$ cat config.mk
export PLATFORM = sky130hd
export DESIGN_NAME = htc_front
export DESIGN_NICKNAME = d
export VERILOG_FILES = /design/src/rtl/core/htc_pkg.sv /design/src/rtl/core/htc_front.sv
export SDC_FILE = /design/constraint.sdc
export NUM_CORES = 1
export LEC_CHECK = 0
export BUFFER_PORTS_ARGS = -buffer_cell sky130_fd_sc_hd__buf_2
export CORE_ASPECT_RATIO = 0.6
export CORE_MARGIN = 2
export CORE_UTILIZATION = 40
export CTS_BUF_LIST = sky130_fd_sc_hd__clkbuf_8
export DETAILED_ROUTE_END_ITERATION = 12
export SYNTH_ARGS = -nofsm -noshare
export SYNTH_HDL_FRONTEND = slang
export SYNTH_SLANG_ARGS = --single-unit
export TNS_END_PERCENT = 50
$ cat constraint.sdc
create_clock -name clk -period 6.6 [get_ports clk]
set_input_delay 0.66 -clock clk [delete_from_list [all_inputs] [get_ports clk]]
set_output_delay 0.66 -clock clk [all_outputs]
set_load 0.1 [all_outputs]
$ cat src/rtl/core/htc_pkg.sv
// Shared types and constants for the host traffic counter table.
package htc_pkg;

	localparam int HTC_ENTRIES = 256;

	localparam logic [15:0] ETHERTYPE_IPV4 = 16'h0800;
	localparam int ETH_HDR_BYTES = 14;
	localparam int IPV4_HDR_BYTES = 20;
	localparam logic [15:0] MIN_FRAME_BYTES = 16'(ETH_HDR_BYTES + IPV4_HDR_BYTES);

	localparam int Q_DEPTH = 2;
	localparam int Q_PTR_W = $clog2(Q_DEPTH);
	localparam int Q_CNT_W = $clog2(Q_DEPTH + 1);

	typedef enum logic [2:0] {
		ST_NOT_IPV4 = 3'd0,
		ST_SHORT    = 3'd1,
		ST_UPDATED  = 3'd2,
		ST_CREATED  = 3'd3,
		ST_FULL     = 3'd4
	} status_t;

	typedef struct packed {
		logic        lookup;
		status_t     rej_status;
		logic        egress;
		logic [31:0] key;
		logic [31:0] other;
		logic [15:0] tlen;
	} item_t;

	typedef struct packed {
		logic [31:0] inner_addr;
		logic [31:0] in_bytes;
		logic [31:0] in_pkts;
		logic [31:0] out_bytes;
		logic [31:0] out_pkts;
	} rec_t;

endpackage

$ cat src/rtl/core/htc_front.sv
// Front end: classifies packet metadata and queues it for the table engine.
module htc_front (
	input  logic           clk,
	input  logic           arst_n,
	input  logic           start,
	output logic           busy,
	input  logic           op,
	input  logic [15:0]    ether_type,
	input  logic [15:0]    frame_length,
	input  logic [31:0]    source_addr,
	input  logic [31:0]    dest_addr,
	input  logic [15:0]    ip_total_length,
	output logic           q_valid,
	output htc_pkg::item_t q_item,
	input  logic           q_pop
);
	import htc_pkg::*;

	item_t               q_mem [Q_DEPTH];
	item_t               new_item;
	logic [Q_PTR_W-1:0]  wr_ptr_q;
	logic [Q_PTR_W-1:0]  rd_ptr_q;
	logic [Q_CNT_W-1:0]  count_q;
	logic                push;

	always_comb begin
		new_item            = '0;
		new_item.egress     = op;
		new_item.key        = op ? dest_addr : source_addr;
		new_item.other      = op ? source_addr : dest_addr;
		new_item.tlen       = ip_total_length;
		priority if (ether_type != ETHERTYPE_IPV4) begin
			new_item.lookup     = 1'b0;
			new_item.rej_status = ST_NOT_IPV4;
		end else if (frame_length < MIN_FRAME_BYTES) begin
			new_item.lookup     = 1'b0;
			new_item.rej_status = ST_SHORT;
		end else begin
			new_item.lookup     = 1'b1;
			new_item.rej_status = ST_UPDATED;
		end
	end

	assign busy    = (count_q == Q_CNT_W'(Q_DEPTH));
	assign push    = start && !busy;
	assign q_valid = (count_q != '0);
	assign q_item  = q_mem[rd_ptr_q];

	always_ff @(posedge clk) begin
		if (push) begin
			q_mem[wr_ptr_q] <= new_item;
		end
	end

	always_ff @(posedge clk or negedge arst_n) begin
		if (!arst_n) begin
			wr_ptr_q <= '0;
			rd_ptr_q <= '0;
			count_q  <= '0;
		end else begin
			if (push) begin
				wr_ptr_q <= Q_PTR_W'(wr_ptr_q + 1'b1);
			end
			if (q_pop) begin
				rd_ptr_q <= Q_PTR_W'(rd_ptr_q + 1'b1);
			end
			if (push && !q_pop) begin
				count_q <= Q_CNT_W'(count_q + 1'b1);
			end else if (!push && q_pop) begin
				count_q <= Q_CNT_W'(count_q - 1'b1);
			end
		end
	end

endmodule

==> flow_metrics.env <==
export IMPL_status="complete, no violations"
export IMPL_ys_types=22
export IMPL_cts_root_buffer="clkbuf_8"
export IMPL_initial_core_util_pct=40.6
export IMPL_syn_area_um2=7320
export IMPL_relSlewSlack_pct=35.4
export IMPL_grt_usage_pct=14.5
export IMPL_async_flop_share_pct=2.35
export IMPL_setup_viol=0
export IMPL_hold_viol_final=0
export IMPL_drtAntennaViolNets=0
export IMPL_portBuffers=201
export IMPL_drtPass1Iterations=4
export IMPL_synth_main_ff_cell="edfxtp_1"
export IMPL_rr_worst_depth=4
export IMPL_clockBufferDepth=2
export IMPL_reg2reg_from="count_q[0]$_DFFE_PN0P_"
export IMPL_cts_tree="built"
export IMPL_synth_cells=363
export IMPL_n_antenna_cell=0
export IMPL_fin_crit_sh_pct=54.3
export IMPL_setup_tns_final_ns=0
export IMPL_crit_path_start_kind="flop"
export IMPL_cap_violations=0
export IMPL_synth_edf_count=166
export IMPL_synth_area_per_cell_um2=20.2
export IMPL_rows=38
export IMPL_path_clk_slew_ns=0.09
export IMPL_clk_latency_ns=0.44
export IMPL_antenna_found_initial=1
export IMPL_grt_max_degree=69
export IMPL_synth_top_cell_by_area="edfxtp_1"
export IMPL_syn_num_nets=481
export IMPL_grt_pass1_wl_um=20700
export IMPL_die_area_um2=19400
export IMPL_rr_endpoint="q_mem[0][19]$_DFFE_PP_"
export IMPL_worst_setup_path_end_kind="output pin"
export IMPL_globalplace_congestion=0.821
export IMPL_yosysSeqAreaShare_pct=69.5
export IMPL_critical_path_peak_fanout=48
export IMPL_io_pins=204
export IMPL_worstPathRequired_ns=5.94
export IMPL_drc=0
export IMPL_drt_initial_drc_count=192
export IMPL_tightest_slew_ns=0.969
export IMPL_final_net_count=688
export IMPL_cts_sinks=170
export IMPL_fmaxAchievable_mhz=279
export IMPL_area_delta_synth_final_pct=21.6
export IMPL_rsz0062_at_grt="false"
export IMPL_cp_startpoint="rd_ptr_q$_DFFE_PN0P_"
export IMPL_cts_max_level=4
export IMPL_cp_arrival_ns=2.93
export IMPL_r2r_setup_slack_ns=4.16
export IMPL_wirelength_um=14000
export IMPL_cts_buffers=17
export IMPL_first_global_vias=4100
export IMPL_crit_end="q_item[47]"
export IMPL_routed_via_count=3922
export IMPL_yosysWarnings=0
export IMPL_dp_hpwl_um=9230
export IMPL_yosysTopAreaCellShare_pct=68.1
export IMPL_fp_coreArea_um2=18000
export IMPL_yosys_top_cells_area="edfxtp_1 (68%), mux2_2 (13%), mux2_4 (12%)"
export IMPL_skew_ns=0.0115
export IMPL_hold_class="primary input to flop"
export IMPL_die_w_um=179
export IMPL_die_h_um=109
export IMPL_crit_type="flop to output pin"
export IMPL_maxSlewViolCount=0
export IMPL_wl_per_cell_um=17.0
export IMPL_ys_ff_latch=170
export IMPL_layout_min_cycle_time_ns=3.59
export IMPL_drt_vias_per_instance=4.77
export IMPL_drive_gt1_share_pct=66.2
export IMPL_grt_overflow_total=0
## worst min path at each step
stage                   startpoint                     end  slack, ns  cells past startpoint
3_5_place_dp                arst_n    wr_ptr_q$_DFFE_PN0N_       0.47                      1
5_1_grt        ip_total_length[11]  q_mem[1][11]$_DFFE_PP_       0.35                      1
6_report       ip_total_length[15]  q_mem[1][15]$_DFFE_PP_       0.40                      1
2_1_floorplan               arst_n  count_q[0]$_DFFE_PN0P_       0.36                      0
3_3_place_gp                arst_n    wr_ptr_q$_DFFE_PN0N_       0.47                      1
4_1_cts        ip_total_length[15]  q_mem[1][15]$_DFFE_PP_       0.35                      1
## critical path, stage by stage, from the launching register on
cell,delay [ns]
dfrtp_4,0.98
buf_4,0.69
mux2_4,0.27
buf_2,0.45
## registers in the layout, summed over array words and instances, names as in the netlist
signal	flops
count_q	2
q_mem	166
wr_ptr_q	1
rd_ptr_q	1
## final cells by class
class                   count  area (um2)
repair buffers            206        1050
multi-input cells         172        2060
clock inverters            15         165
inverters                   3        11.3
clock buffers              17         234
well taps                 240         300
fillers                  1541        9120
flip-flops and latches    170        5090
## per-layer routing
layer	track usage, %	share of wire [%]	up-vias
met5	0	0.12	-
met4	5.40	1.2	2
met3	6.38	9.4	13
met2	22.9	46	157
met1	17.7	43	1910
li1	-	-	1840
## synth_stat cells (2+ instances only)
master,count
nor4_1,5
inv_1,3
mux2_4,60
buf_6,13
nand4_1,2
xor2_1,3
buf_4,3
mux2_2,87
buf_2,2
xnor2_1,2
edfxtp_1,166
nor2_1,4
dfrtp_1,4
## cell usage in the layout, fill, tap and decap left out, drive strengths merged, types with 2 or more instances in the layout
cell / synthesis / routed
nor4: 5 / 5
clkinvlp: 0 / 3
buf: 18 / 205
inv: 3 / 7
edfxtp: 166 / 166
bufinv: 0 / 2
xnor2: 2 / 2
nand4: 2 / 2
dfrtp: 4 / 4
clkinv: 0 / 6
xor2: 3 / 3
clkbuf: 0 / 17
mux2: 147 / 147
nor2: 4 / 4
## what timing repair did
| action | in CTS | in global routing |
|---|---|---|
| buffers inserted | 0 | 0 |
| hold endpoints to repair | 4 | 0 |
| hold buffers | 1 | 0 |
| setup endpoints to repair | 0 | 0 |
| gates resized for setup | 0 | 0 |
## logic make-up after synthesis
group	synth area share, %
flip-flops	69.5
multiplexers	25.7
other	0.0512
XOR/XNOR	0.598
adder cells (fa/ha/maj)	0.171
buffers and inverters	2.60
AND/OR/NAND/NOR	1.32
AO/OA/AOI/OAI	0.120
## through the flow
stage	instance area [um2]	instances	setup slack [ns]	util (%)	hold slack, ns
floorplan	7320	363	1.87	-	0.364
global placement	8490	790	3.48	47.1	0.470
detailed placement	8490	790	3.45	47.1	0.469
CTS	8900	823	2.92	49.4	0.352
global route	8900	823	2.83	49.4	0.348
finish	8900	823	3.01	49.4	0.397
Power is not shown: default switching activity piles up to over one toggle a cycle in this logic, so the estimate is an artifact.
